===== config.mk =====
export PLATFORM = sky130hd
export DESIGN_NAME = size_class_slab_allocator_top
export DESIGN_NICKNAME = d
export VERILOG_FILES = /design/src/rtl/scsa_pkg.sv /design/src/rtl/scsa_divider.sv /design/src/rtl/scsa_bitmap_ram.sv /design/src/rtl/size_class_slab_allocator_top.sv
export SDC_FILE = /design/constraint.sdc
export NUM_CORES = 2
export LEC_CHECK = 0
export BUFFER_PORTS_ARGS = -buffer_cell sky130_fd_sc_hd__clkbuf_2
export CORE_MARGIN = 2
export CORE_UTILIZATION = 55
export DETAILED_ROUTE_END_ITERATION = 8
export HOLD_SLACK_MARGIN = 0.1
export PLACE_DENSITY = 0.71
export SYNTH_ARGS = -nofsm -noshare
export SYNTH_HDL_FRONTEND = slang
export SYNTH_SLANG_ARGS = --single-unit

===== constraint.sdc =====
create_clock -name clock -period 9.68 [get_ports clock]
set_input_delay 0.968 -clock clock [delete_from_list [all_inputs] [get_ports clock]]
set_output_delay 0.968 -clock clock [all_outputs]
set_load 0.02 [all_outputs]

===== src/rtl/scsa_pkg.sv =====
`default_nettype none
// ----------------------------------------------------------------------------
// Size-class slab allocator package
// Shared types and fixed constants of the allocator and its sub-blocks.
// ----------------------------------------------------------------------------
package scsa_pkg;

   // Number of class size registers, fixed by the register map.
   localparam int SIZE_REGS  = 4;
   localparam int CLS_W      = 2;
   // Bits of the used bitmap held in one memory word.
   localparam int WORD_BITS  = 8;
   localparam int BIT_W      = 3;
   localparam int SIZE_W     = 13;
   localparam int CNT_W      = 3;
   localparam int OFFSET_W   = 16;
   localparam int GRANT_W    = 14;
   localparam int STATUS_W   = 2;
   localparam int MUL_A_W    = 14;
   localparam int PROD_W     = MUL_A_W + SIZE_W;

   typedef enum logic [1:0] {
      STATUS_OK         = 2'd0,
      STATUS_OOM        = 2'd1,
      STATUS_OUTSIDE    = 2'd2,
      STATUS_MISALIGNED = 2'd3
   } status_type;

   typedef enum logic [2:0] {
      REG_REGION_BYTES   = 3'd0,
      REG_CLASSES_IN_USE = 3'd1,
      REG_CLASS_SIZE_0   = 3'd2,
      REG_CLASS_SIZE_1   = 3'd3,
      REG_CLASS_SIZE_2   = 3'd4,
      REG_CLASS_SIZE_3   = 3'd5
   } reg_index_type;

   typedef enum logic [3:0] {
      ST_CLEAR,
      ST_IDLE,
      ST_SETUP,
      ST_DIV,
      ST_RD,
      ST_SCAN,
      ST_MUL,
      ST_CHK,
      ST_FREE_RD,
      ST_FREE_WR,
      ST_DONE
   } state_type;

   // Handshake between the controller and the divider.
   typedef struct packed {
      logic               start;
      logic [SIZE_W-1:0]  dividend;
      logic [SIZE_W-1:0]  divisor;
   } div_req_type;

   typedef struct packed {
      logic               done;
      logic [SIZE_W-1:0]  quotient;
      logic [SIZE_W-1:0]  remainder;
   } div_rsp_type;

endpackage : scsa_pkg
`default_nettype wire


===== src/rtl/scsa_divider.sv =====
`default_nettype none
// ----------------------------------------------------------------------------
// Slab allocator divider
// Restoring divider, one quotient bit per cycle, done pulses when finished.
// ----------------------------------------------------------------------------
module scsa_divider (
   input  wire                  clock,
   input  wire                  reset,
   input  scsa_pkg::div_req_type req,
   output scsa_pkg::div_rsp_type rsp
);
   import scsa_pkg::*;

   localparam int STEP_W = $clog2(SIZE_W + 1);

   logic [SIZE_W-1:0] rem_ff, rem_in;
   logic [SIZE_W-1:0] quo_ff, quo_in;
   logic [STEP_W-1:0] cnt_ff, cnt_in;
   logic              done_ff, done_in;
   logic [SIZE_W:0]   trial;

   always_comb begin
      rem_in  = rem_ff;
      quo_in  = quo_ff;
      cnt_in  = cnt_ff;
      done_in = 1'b0;
      trial   = {rem_ff, quo_ff[SIZE_W-1]} - {1'b0, req.divisor};
      if (req.start) begin
         rem_in = '0;
         quo_in = req.dividend;
         cnt_in = STEP_W'(SIZE_W);
      end else if (cnt_ff != '0) begin
         if (!trial[SIZE_W]) begin
            rem_in = trial[SIZE_W-1:0];
            quo_in = {quo_ff[SIZE_W-2:0], 1'b1};
         end else begin
            rem_in = {rem_ff[SIZE_W-2:0], quo_ff[SIZE_W-1]};
            quo_in = {quo_ff[SIZE_W-2:0], 1'b0};
         end
         cnt_in  = cnt_ff - 1'b1;
         done_in = (cnt_ff == STEP_W'(1));
      end
   end

   always_ff @(posedge clock) begin
      if (reset) begin
         cnt_ff  <= '0;
         done_ff <= 1'b0;
      end else begin
         cnt_ff  <= cnt_in;
         done_ff <= done_in;
      end
      rem_ff <= rem_in;
      quo_ff <= quo_in;
   end

   assign rsp.done      = done_ff;
   assign rsp.quotient  = quo_ff;
   assign rsp.remainder = rem_ff;

endmodule : scsa_divider
`default_nettype wire


===== src/rtl/scsa_bitmap_ram.sv =====
`default_nettype none
// ----------------------------------------------------------------------------
// Slab allocator bitmap memory
// Single write port, single read port, registered read data.
// ----------------------------------------------------------------------------
module scsa_bitmap_ram #(
   parameter int DEPTH  = 128,
   parameter int ADDR_W = 7
) (
   input  wire                            clock,
   input  wire                            wr_en,
   input  wire  [ADDR_W-1:0]              wr_addr,
   input  wire  [scsa_pkg::WORD_BITS-1:0] wr_data,
   input  wire                            rd_en,
   input  wire  [ADDR_W-1:0]              rd_addr,
   output logic [scsa_pkg::WORD_BITS-1:0] rd_data
);
   import scsa_pkg::*;

   logic [WORD_BITS-1:0] mem [DEPTH];

   always_ff @(posedge clock) begin
      if (wr_en) begin
         mem[wr_addr] <= wr_data;
      end
      if (rd_en) begin
         rd_data <= mem[rd_addr];
      end
   end

endmodule : scsa_bitmap_ram
`default_nettype wire


===== src/rtl/size_class_slab_allocator_top.sv =====
`default_nettype none
// Allocate reads and scans the 8-slot bitmap words of its class in turn until one
// has a free slot; free waits on the 13-step serial divider. One item is
// processed at a time. Reset: synchronous; afterwards a clearing pass over all
// NUM_CLASSES*ceil(MAX_SLOTS/8) words zeroes the bitmap memory, and no item is
// accepted until it finishes.
// ----------------------------------------------------------------------------
// Size-class slab allocator
// Segregated-fit allocator with one pool region per size class and a used
// bitmap per region, kept in a synchronous memory of 8-bit words.
// ----------------------------------------------------------------------------
module size_class_slab_allocator_top #(
   parameter int NUM_CLASSES = 4,
   parameter int MAX_SLOTS   = 256
) (
   input  wire         clock,
   input  wire         reset,
   // Request channel.
   input  wire         req_tvalid,
   output logic        req_tready,
   // tdata: request_bytes[12:0], free_offset[28:13], zero fill [31:29].
   input  wire  [31:0] req_tdata,
   // tuser: func (0 allocate, 1 free).
   input  wire         req_tuser,
   // Response channel.
   output logic        rsp_tvalid,
   input  wire         rsp_tready,
   // tdata: status[1:0], granted_offset[15:2].
   output logic [15:0] rsp_tdata,
   // Register write channel.
   input  wire         csr_valid,
   output logic        csr_ready,
   input  wire  [2:0]  csr_index,
   input  wire  [12:0] csr_data
);
   import scsa_pkg::*;

   // Memory geometry: each class owns WPC consecutive words.
   localparam int WPC    = (MAX_SLOTS + WORD_BITS - 1) / WORD_BITS;
   localparam int DEPTH  = NUM_CLASSES * WPC;
   localparam int ADDR_W = (DEPTH > 1) ? $clog2(DEPTH) : 1;
   localparam int WW     = (WPC > 1) ? $clog2(WPC) : 1;
   localparam int SW     = WW + BIT_W;
   localparam int NCLS   = (NUM_CLASSES < SIZE_REGS) ? NUM_CLASSES : SIZE_REGS;

   // Configuration registers.
   logic [SIZE_W-1:0] region_ff;
   logic [CNT_W-1:0]  classes_ff;
   logic [SIZE_W-1:0] class_size_ff [SIZE_REGS];

   state_type         state_ff, state_in;
   logic              op_free_ff;
   logic [CLS_W-1:0]  cls_ff, cls_in;
   logic [WW-1:0]     word_ff;
   logic [SW-1:0]     slot_ff;
   logic [SIZE_W-1:0] within_ff;
   logic [PROD_W-1:0] prod_ff;
   logic [ADDR_W-1:0] clr_ff;
   status_type        status_ff;
   logic [GRANT_W-1:0] grant_ff;
   logic              rsp_valid_ff;
   logic [15:0]       rsp_data_ff;

   // Request fields.
   logic [SIZE_W-1:0]   req_bytes;
   logic [OFFSET_W-1:0] req_offset;
   logic                accept;
   assign req_bytes  = req_tdata[12:0];
   assign req_offset = req_tdata[28:13];
   assign accept     = req_tvalid && req_tready;

   // Enabled class count, limited by the instance and the register map.
   logic [CNT_W-1:0] ncls;
   assign ncls = (classes_ff > CNT_W'(NCLS)) ? CNT_W'(NCLS) : classes_ff;

   // Allocate: first enabled class whose size covers the request.
   logic             fit_found;
   logic [CLS_W-1:0] fit_cls;
   always_comb begin
      fit_found = 1'b0;
      fit_cls   = '0;
      for (int c = SIZE_REGS - 1; c >= 0; c--) begin
         if ((CNT_W'(c) < ncls) && (class_size_ff[c] >= req_bytes)) begin
            fit_found = 1'b1;
            fit_cls   = CLS_W'(c);
         end
      end
   end

   // Free: region lookup by compares against the first three region bounds.
   logic [OFFSET_W-1:0] pool, r1, r2, r3;
   logic [CLS_W-1:0]    free_cls;
   logic [OFFSET_W-1:0] free_base;
   logic                outside;
   assign pool = OFFSET_W'(ncls) * OFFSET_W'(region_ff);
   assign r1   = OFFSET_W'(region_ff);
   assign r2   = OFFSET_W'(region_ff) << 1;
   assign r3   = r2 + r1;
   assign outside = (req_offset >= pool);
   always_comb begin
      if (req_offset >= r3) begin
         free_cls  = CLS_W'(3);
         free_base = r3;
      end else if (req_offset >= r2) begin
         free_cls  = CLS_W'(2);
         free_base = r2;
      end else if (req_offset >= r1) begin
         free_cls  = CLS_W'(1);
         free_base = r1;
      end else begin
         free_cls  = '0;
         free_base = '0;
      end
   end

   logic [SIZE_W-1:0] cur_size;
   assign cur_size = class_size_ff[cls_ff];

   // Divider.
   div_req_type div_req;
   div_rsp_type div_rsp;
   scsa_divider u_div (
      .clock (clock),
      .reset (reset),
      .req   (div_req),
      .rsp   (div_rsp)
   );

   // Bitmap memory.
   logic                 wr_en, rd_en;
   logic [ADDR_W-1:0]    wr_addr, rd_addr, base_addr;
   logic [WORD_BITS-1:0] wr_data, rd_data;
   scsa_bitmap_ram #(
      .DEPTH  (DEPTH),
      .ADDR_W (ADDR_W)
   ) u_ram (
      .clock   (clock),
      .wr_en   (wr_en),
      .wr_addr (wr_addr),
      .wr_data (wr_data),
      .rd_en   (rd_en),
      .rd_addr (rd_addr),
      .rd_data (rd_data)
   );

   assign base_addr = ADDR_W'(cls_ff) * ADDR_W'(WPC);

   // Lowest free slot in the word just read. Padding bits past the last slot
   // count as used so they are never handed out.
   logic             scan_found;
   logic [BIT_W-1:0] scan_bit;
   always_comb begin
      scan_found = 1'b0;
      scan_bit   = '0;
      for (int j = WORD_BITS - 1; j >= 0; j--) begin
         if (!rd_data[j] && ((int'(word_ff) * WORD_BITS + j) < MAX_SLOTS)) begin
            scan_found = 1'b1;
            scan_bit   = BIT_W'(j);
         end
      end
   end

   // The slot is real only if it lies fully inside the region:
   // (slot + 1) * size <= region_bytes. A class of size zero has no slots.
   logic [MUL_A_W-1:0] mul_a;
   logic               fits_region;
   assign mul_a       = MUL_A_W'(slot_ff) + MUL_A_W'(1);
   assign fits_region = (cur_size != '0) && (prod_ff <= PROD_W'(region_ff));

   logic [GRANT_W-1:0] grant_calc;
   assign grant_calc = GRANT_W'((PROD_W'(cls_ff) * PROD_W'(region_ff))
                                + prod_ff - PROD_W'(cur_size));

   logic div_bad;
   assign div_bad = (div_rsp.remainder != '0) ||
                    (div_rsp.quotient >= SIZE_W'(MAX_SLOTS));

   logic rsp_free;
   assign rsp_free = !rsp_valid_ff || rsp_tready;

   // Next state.
   always_comb begin
      state_in = state_ff;
      case (state_ff)
         ST_CLEAR:   if (clr_ff == ADDR_W'(DEPTH - 1)) state_in = ST_IDLE;
         ST_IDLE: begin
            if (accept) begin
               if (req_tuser) begin
                  state_in = outside ? ST_DONE : ST_SETUP;
               end else begin
                  state_in = fit_found ? ST_RD : ST_DONE;
               end
            end
         end
         ST_SETUP:   state_in = (cur_size == '0) ? ST_DONE : ST_DIV;
         ST_DIV: begin
            if (div_rsp.done) state_in = div_bad ? ST_DONE : ST_MUL;
         end
         ST_RD:      state_in = ST_SCAN;
         ST_SCAN: begin
            if (scan_found)                      state_in = ST_MUL;
            else if (word_ff == WW'(WPC - 1))    state_in = ST_DONE;
            else                                 state_in = ST_RD;
         end
         ST_MUL:     state_in = ST_CHK;
         ST_CHK: begin
            if (op_free_ff && fits_region) state_in = ST_FREE_RD;
            else                           state_in = ST_DONE;
         end
         ST_FREE_RD: state_in = ST_FREE_WR;
         ST_FREE_WR: state_in = ST_DONE;
         ST_DONE:    if (rsp_free) state_in = ST_IDLE;
         default:    state_in = ST_IDLE;
      endcase
   end

   // Memory, divider and handshake controls.
   always_comb begin
      req_tready       = (state_ff == ST_IDLE);
      rd_en            = 1'b0;
      rd_addr          = base_addr + ADDR_W'(word_ff);
      wr_en            = 1'b0;
      wr_addr          = base_addr + ADDR_W'(slot_ff[SW-1:BIT_W]);
      wr_data          = rd_data;
      div_req.start    = 1'b0;
      div_req.dividend = within_ff;
      div_req.divisor  = cur_size;
      case (state_ff)
         ST_CLEAR: begin
            wr_en   = 1'b1;
            wr_addr = clr_ff;
            wr_data = '0;
         end
         ST_SETUP:   div_req.start = (cur_size != '0);
         ST_RD:      rd_en = 1'b1;
         ST_CHK: begin
            if (!op_free_ff && fits_region) begin
               wr_en   = 1'b1;
               wr_data = rd_data | (WORD_BITS'(1) << slot_ff[BIT_W-1:0]);
            end
         end
         ST_FREE_RD: begin
            rd_en   = 1'b1;
            rd_addr = base_addr + ADDR_W'(slot_ff[SW-1:BIT_W]);
         end
         ST_FREE_WR: begin
            wr_en   = 1'b1;
            wr_data = rd_data & ~(WORD_BITS'(1) << slot_ff[BIT_W-1:0]);
         end
         default: ;
      endcase
   end

   assign cls_in = (req_tuser) ? free_cls : fit_cls;

   // Datapath registers.
   always_ff @(posedge clock) begin
      case (state_ff)
         ST_IDLE: begin
            op_free_ff <= req_tuser;
            cls_ff     <= cls_in;
            word_ff    <= '0;
            within_ff  <= SIZE_W'(req_offset - free_base);
            grant_ff   <= '0;
            if (req_tuser) status_ff <= outside ? STATUS_OUTSIDE : STATUS_MISALIGNED;
            else           status_ff <= STATUS_OOM;
         end
         ST_DIV:  if (div_rsp.done) slot_ff <= SW'(div_rsp.quotient);
         ST_SCAN: begin
            slot_ff <= {word_ff, scan_bit};
            word_ff <= word_ff + 1'b1;
         end
         ST_MUL:  prod_ff <= PROD_W'(mul_a) * PROD_W'(cur_size);
         ST_CHK: begin
            if (!op_free_ff && fits_region) begin
               status_ff <= STATUS_OK;
               grant_ff  <= grant_calc;
            end
         end
         ST_FREE_WR: status_ff <= STATUS_OK;
         default: ;
      endcase
      if (state_ff == ST_DONE && rsp_free) begin
         rsp_data_ff <= {grant_ff, status_ff};
      end
   end

   // Control registers.
   always_ff @(posedge clock) begin
      if (reset) begin
         state_ff         <= ST_CLEAR;
         clr_ff           <= '0;
         rsp_valid_ff     <= 1'b0;
         region_ff        <= SIZE_W'(4096);
         classes_ff       <= CNT_W'(4);
         class_size_ff[0] <= SIZE_W'(16);
         class_size_ff[1] <= SIZE_W'(32);
         class_size_ff[2] <= SIZE_W'(64);
         class_size_ff[3] <= SIZE_W'(128);
      end else begin
         state_ff <= state_in;
         if (state_ff == ST_CLEAR) clr_ff <= clr_ff + 1'b1;
         if (state_ff == ST_DONE && rsp_free) rsp_valid_ff <= 1'b1;
         else if (rsp_tready)                 rsp_valid_ff <= 1'b0;
         if (csr_valid && csr_ready) begin
            case (csr_index)
               REG_REGION_BYTES:   region_ff        <= csr_data;
               REG_CLASSES_IN_USE: classes_ff       <= csr_data[CNT_W-1:0];
               REG_CLASS_SIZE_0:   class_size_ff[0] <= csr_data;
               REG_CLASS_SIZE_1:   class_size_ff[1] <= csr_data;
               REG_CLASS_SIZE_2:   class_size_ff[2] <= csr_data;
               REG_CLASS_SIZE_3:   class_size_ff[3] <= csr_data;
               default: ;
            endcase
         end
      end
   end

   assign csr_ready  = 1'b1;
   assign rsp_tvalid = rsp_valid_ff;
   assign rsp_tdata  = rsp_data_ff;

`ifndef ASSERT_OFF
   // The bitmap is written only by the clearing pass or a completed update.
   assert property (@(posedge clock) disable iff (reset)
      wr_en |-> (state_ff == ST_CLEAR || state_ff == ST_CHK || state_ff == ST_FREE_WR))
      else $error("bitmap write outside an update state");
   // The divider finishes only while the controller waits for it.
   assert property (@(posedge clock) disable iff (reset)
      div_rsp.done |-> (state_ff == ST_DIV))
      else $error("divider result arrived outside the divide state");
   // A new response always comes from the completion state.
   assert property (@(posedge clock) disable iff (reset)
      $rose(rsp_tvalid) |-> $past(state_ff == ST_DONE))
      else $error("response raised without a completed item");
`endif

endmodule : size_class_slab_allocator_top
`default_nettype wire


[Word level (Yosys, flattened, before mapping)]
Memories as Yosys holds them, arrays and structs flattened. A register that Yosys moved wholly into a read port is not among the register bits.
Index checks and enable logic that the tools add are counted.
Word-level totals
  memories: 2
  RAM bits: 1076
  logic and storage cells: 243
  register bits after elaboration: 142
Memory list
  u_ram.mem: words 128, width 8, read ports 1, clocked after Yosys merged registers in 1, wr ports 1, line scsa_bitmap_ram.sv:20  | logic [WORD_BITS-1:0] mem [DEPTH];
  class_size_ff: words 4, width 13, read ports 5, clocked after Yosys merged registers in 1, wr ports 4, line size_class_slab_allocator_top.sv:49  | logic [SIZE_W-1:0] class_size_ff [SIZE_REGS];
Cells by class
  reduce and logical (&&, ||, !) cells: 51
  bitwise logic cells: 8
  shifts and indexed selects: 1
  $lt $le $gt $ge: 23
  eq/ne operators: 23
  mux-type cells: 95
  multiply operators: 3
  $add $sub $neg: 18
Operators by type and width (count)
  $mux 13: 10
  $lt 9x9->1 const B: 7
  $ge 13x13->1: 4
  $mux 4: 13
  $pmux 4 s11: 1
  $mux 1: 40
  $add 8x3->9 const B: 4
  $pmux 14 s2: 1
  $sub 14x13->14: 2
  $mux 3: 9
  $reduce_bool 13->1: 2
  $pmux 8 s3: 1
  $le 22x13->1: 1
  $mul 9x13->22: 1
  $mux 2: 11
  $add 8x1->9 const B: 2
  $add 8x2->9 const B: 2
  $logic_and 1x1->1: 17
  $eq 4x3->1 const B: 4
  $ge 16x13->1: 1
  $ge 16x14->1: 1
  $ge 16x15->1: 1
  $ge 16x16->1: 1
  $mul 3x13->16: 1
  other kinds (48): 85

[Longest topological paths before layout]
  depth after elaboration: 13
  depth in mapped cells: 29
  gate-level depth less buffers: 28

[Modules after synthesis]
Synthesis repeated with hierarchy kept, for this count alone.
Unflattened totals
  cell total of the unflattened synthesis: 3690
  area total of the unflattened synthesis: 58891.5 um2
By module, submodules not included
  scsa_bitmap_ram: seq. area each 30989.7 um2, area each 39745.6 um2, cells each 1635, instances 1
  size_class_slab_allocator_top: seq. area each 4654.5 um2, area each 17042.6 um2, cells each 1833, instances 1
  scsa_divider: seq. area each 750.7 um2, area each 2103.3 um2, cells each 222, instances 1

[Worst setup path after synthesis]
No wires, ideal clock.
  path type: register to register
  from: reg region_ff[11]
  to: mem u_ram.mem[0][3], data pin
  arrival time: 7109 ps
  setup time: 1198 ps
  path slack: 1373 ps
  stages on the path, launching flop included: 10
  path buffers: 1
  clock period less this slack: 8307 ps
  cell sequence: dfxtp_1 clkbuf_1 inv_1 ha_1 a21o_1 a211oi_1 o211ai_1 o21ai_0 nand3_4 o21ai_0
Between the ends
  cells in the longest elaborated chain, start to end: 5
RTL lines
  from (decl): line size_class_slab_allocator_top.sv:47  | logic [SIZE_W-1:0] region_ff;
  from (signal assigned): line size_class_slab_allocator_top.sv:307  | REG_REGION_BYTES: region_ff <= csr_data;
  $le 22x13->1: line size_class_slab_allocator_top.sv:168  | assign fits_region = (cur_size != '0) && (prod_ff <= PROD_W'(region_ff));
  $logic_and 1x1->1: line size_class_slab_allocator_top.sv:168
  $logic_and 1x1->1: line size_class_slab_allocator_top.sv:237  | if (!op_free_ff && fits_region) begin
  $mux 8: line size_class_slab_allocator_top.sv:237
  $pmux 8 s3: line size_class_slab_allocator_top.sv:228  | case (state_ff)
  named net u_ram.wr_data, one bit: line scsa_bitmap_ram.sv:13  | input wire [scsa_pkg::WORD_BITS-1:0] wr_data,
  to (decl): line scsa_bitmap_ram.sv:20
The timed path passes the listed nets, and every way through them passes these cells.

[Worst setup path in the final report]
  from: reg region_ff[0]
  to: reg within_ff[12], data pin
Between the ends
  cells in the longest elaborated chain, start to end: 5
RTL lines
  branches (longest 3 deep; another with $ge 16x15->1)
  $mux 13 *: line size_class_slab_allocator_top.sv:101  | if (req_offset >= r3) begin
  $sub 13x13->13 *: line size_class_slab_allocator_top.sv:263  | within_ff <= SIZE_W'(req_offset - free_base);
  to (signal assigned): line size_class_slab_allocator_top.sv:263
  to (decl): line size_class_slab_allocator_top.sv:56  | logic [SIZE_W-1:0] within_ff;
Mark *: on every way between the ends.
A chain may end at the register's enable or synchronous reset.

==> impl_metrics.yaml <==
status:
  outcome: "finished, final reports clean"
finish:
  most-common-layout-cells: "1,199 x sky130_fd_sc_hd__nand2_1, 1,180 x sky130_fd_sc_hd__edfxtp_1, 435 x sky130_fd_sc_hd__nand3_1"
  fillerInstances: 8351
  layout-area-overhead-vs-synth_pct: 9.69
  finish.net_count: 5583
  final_common_cell: "sky130_fd_sc_hd__nand2_1"
  layout.cell_area.non_filler_um2: 65600
  diodes: 0
  share_of_cells_above_drive_strength_1: 0.0776
timing:
  setup_viol: 0
  slew_limit_headroom: 0.0692
  final.setup.tns_ns: 0
  rsz_0062_raised_after_global_routing: "no"
  worst_pin_slew_ns: 1.38
  worst_clk_skew_ns: 0.0541
  timing.final.crit_share: 0.670
  fin_crit_ns: 6.49
  final-hold-violation-count: 0
  maximum_frequency_from_static_timing_analysis_mhz: 154
  slew_violations: 0
  final_worst_slack_ns: 3.19
  finalHoldWorstSlack_ns: 0.418
pwr:
  power.ir.vdd_worst_mv: 0.147
  powerDensity_nw_per_um2: 181
  cellLeakagePower_nw: 23.9
  post-layout-total-power_mw: 11.9
critical_path:
  critPathLaunch: "region_ff[0]"
  crit_arrival_ns: 6.93
  cp_common_cell: "sky130_fd_sc_hd__a21oi_1"
  timing.critical_path.required_ns: 10.12
  worstSetupPathType: "flip-flop to flip-flop"
  crit_slowest_cell: "sky130_fd_sc_hd__dfxtp_1"
  timing.reg2reg.setup_slack_ns: 3.19
  rr_startpoint: "region_ff[0]"
  timing.critical_path.fanout_max: 26
  timing.critical_path.from_type: "flip-flop"
  critPathCapture: "within_ff[12]"
  r2r.worst_path.cells: 27
  r2r-end: "within_ff[12]"
  worstSetupEndpointType: "flip-flop"
  cpPeakStageDelay_ns: 0.64
clock_network:
  clkTransAtPathRegs_ns: 0.06
  tritoncts: "built"
  clock_sinks: 1228
  post-cts-setup-buffers: 0
  post_cts_resized: 0
  ctsLongestPathBuffers: 3
  clock-root-buffer: "sky130_fd_sc_hd__clkbuf_16"
  htree_num_levels: 3
  tritoncts.num_buffers: 120
  cts_hold_buffers: 0
  insertion_delay_to_the_later_sink_of_the_worst_skew_pair_ns: 0.74
grt:
  globalRouteOverflowTotal: 0
  pin_count_of_the_biggest_net_entering_global_routing: 175
  grt_pass1_vias: 38700
  antenna_found_initial: 3
  grt_pass1_wl_um: 229000
  groute.usage.overall: 0.269
die:
  rows: 120
  die-area_um2: 111000
  ioPinCount: 73
  die_height_um: 334
  placeableCoreArea_um2: 108000
  die-width_um: 334
  initial_core_util: 0.556
synth:
  ys_seq_elements: 1228
  synth.yosys.warnings: 0
  yosysTopAreaCell: "sky130_fd_sc_hd__edfxtp_1"
  ys_top_cells_by_area: "sky130_fd_sc_hd__edfxtp_1 59%, sky130_fd_sc_hd__nand2_1 7.6%, sky130_fd_sc_hd__ha_1 5.1%"
  post-synth-top-area-fraction: 0.593
  cell_area_after_synthesis_um2: 59800
  syn-mean-instance-area_um2: 11.6
  postSynthCellCount: 5160
  seq_area_frac_synth: 0.609
  async_flop_share: 0
  edff_count_synth: 1180
  yosys_most_used_dff: "sky130_fd_sc_hd__edfxtp_1"
  synthDistinctLibCells: 82
  synthesized_net_count: 5574
routing:
  antenna_violating_nets_post_route: 0
  route.detailed.drc: 0
  wl_um: 150000
  vias: 40600
  router_iterations_before_antenna_repair: 7
  routed_length_per_instance_um: 22.5
  drt_first_iter_violations: 4741
  drt-vias-per-instance: 6.08
min_path:
  timing.hold.worst.class: "flip-flop to flip-flop"
  worst_hold_startpoint: "grant_ff[12]"
place:
  portBuffers: 68
  detailed_place.area_um2: 61600
  worst_setup_slack_post_dpl_ns: 3.25
  hpwlAfterDp_um: 95800
  gp_congestion: 0.913
flow_run:
  timing.max_cap.violations: 0
logic make-up (layout without fill, tap and decap cells):
logic type               count (synthesis)  in the layout  share of synthesized area
multiplexers                           111            111                     0.0200
buffers and inverters                  493            606                     0.0338
other                                    1              1                  0.0000627
flip-flops                            1228           1228                      0.609
adder cells (fa/ha/maj)                360            360                     0.0902
AO/OA/AOI/OAI                          578            578                     0.0640
AND/OR/NAND/NOR                       2304           2304                      0.171
XOR/XNOR                                85             85                     0.0125
metrics by stage:
step                instances   util
global route             6676  0.610
global placement         6450  0.573
floorplan                5160      -
CTS                      6676  0.610
finish                   6676  0.610
detailed placement       6450  0.573
routing by layer:
metal	routed length, µm	GRT usage	up-vias
li1	-	-	18500
met1	61800	0.377	19900
met2	69900	0.427	1875
met3	13500	0.0466	311
met4	5170	0.0913	4
met5	23	0	-
power by group:
| group | internal, mW | switching (mW) | total [mW] |
|---|---|---|---|
| Clock | 2.69 | 2.03 | 4.73 |
| Sequential | 5.89 | 0.0917 | 5.99 |
| Combinational | 0.492 | 0.689 | 1.18 |
| Total | 9.08 | 2.81 | 11.9 |
worst min-delay path by stage:
stage | endpoint | slack (ns) | cells after the start
after detailed placement | rsp_tdata[4] | 0.40 | 0
after floorplan | rsp_tdata[0] | 0.40 | 0
after CTS | rsp_tdata[4] | 0.42 | 0
after global placement | rsp_tdata[14] | 0.40 | 0
after global routing | rsp_tdata[15] | 0.42 | 0
final | rsp_tdata[14] | 0.42 | 0
final cells by class:
cell class | instances | area [µm²] | share of cell area
flip-flops and latches | 1228 | 36400 | 0.555
inverters | 244 | 916 | 0.0140
clock buffers | 136 | 3130 | 0.0477
repair buffers | 136 | 888 | 0.0135
well taps | 1403 | 1760 | 0.0268
clock inverters | 90 | 883 | 0.0135
multi-input cells | 3439 | 21600 | 0.330
state kept, by name (all words and copies together) (netlist names), named ones only:
signal	flops
class_size_ff	52
classes_ff	3
clr_ff	7
cls_ff	2
grant_ff	14
op_free_ff	1
prod_ff	22
region_ff	13
rsp_tdata	16
rsp_tvalid	1
slot_ff	8
state_ff	4
status_ff	2
u_div.cnt_ff	4
u_div.done_ff	1
u_div.quo_ff	13
u_div.rem_ff	13
u_ram.mem	1024
u_ram.rd_data	8
within_ff	13
word_ff	5
critical path: cells and delay by family, from the launching register on:
| kind | cells | cell delay, ns |
|---|---|---|
| compound gates | 15 | 3.18 |
| fa+ha+maj | 4 | 1.38 |
| flops | 1 | 0.64 |
| xor+xnor | 3 | 0.42 |
| simple gates | 3 | 0.32 |
| buf+inv | 2 | 0.30 |
cell usage after synthesis, drive strengths merged, types with 61 or more instances:
library cell     n
and2            61
nand4           94
clkbuf         145
o21ai           99
fa             118
edfxtp        1180
buf            104
mux2i           87
ha             242
nand3          443
nor2           310
inv            244
a31oi          101
nand2         1208
a21oi          146
No activity file was read; power rests on OpenSTA's default activity.
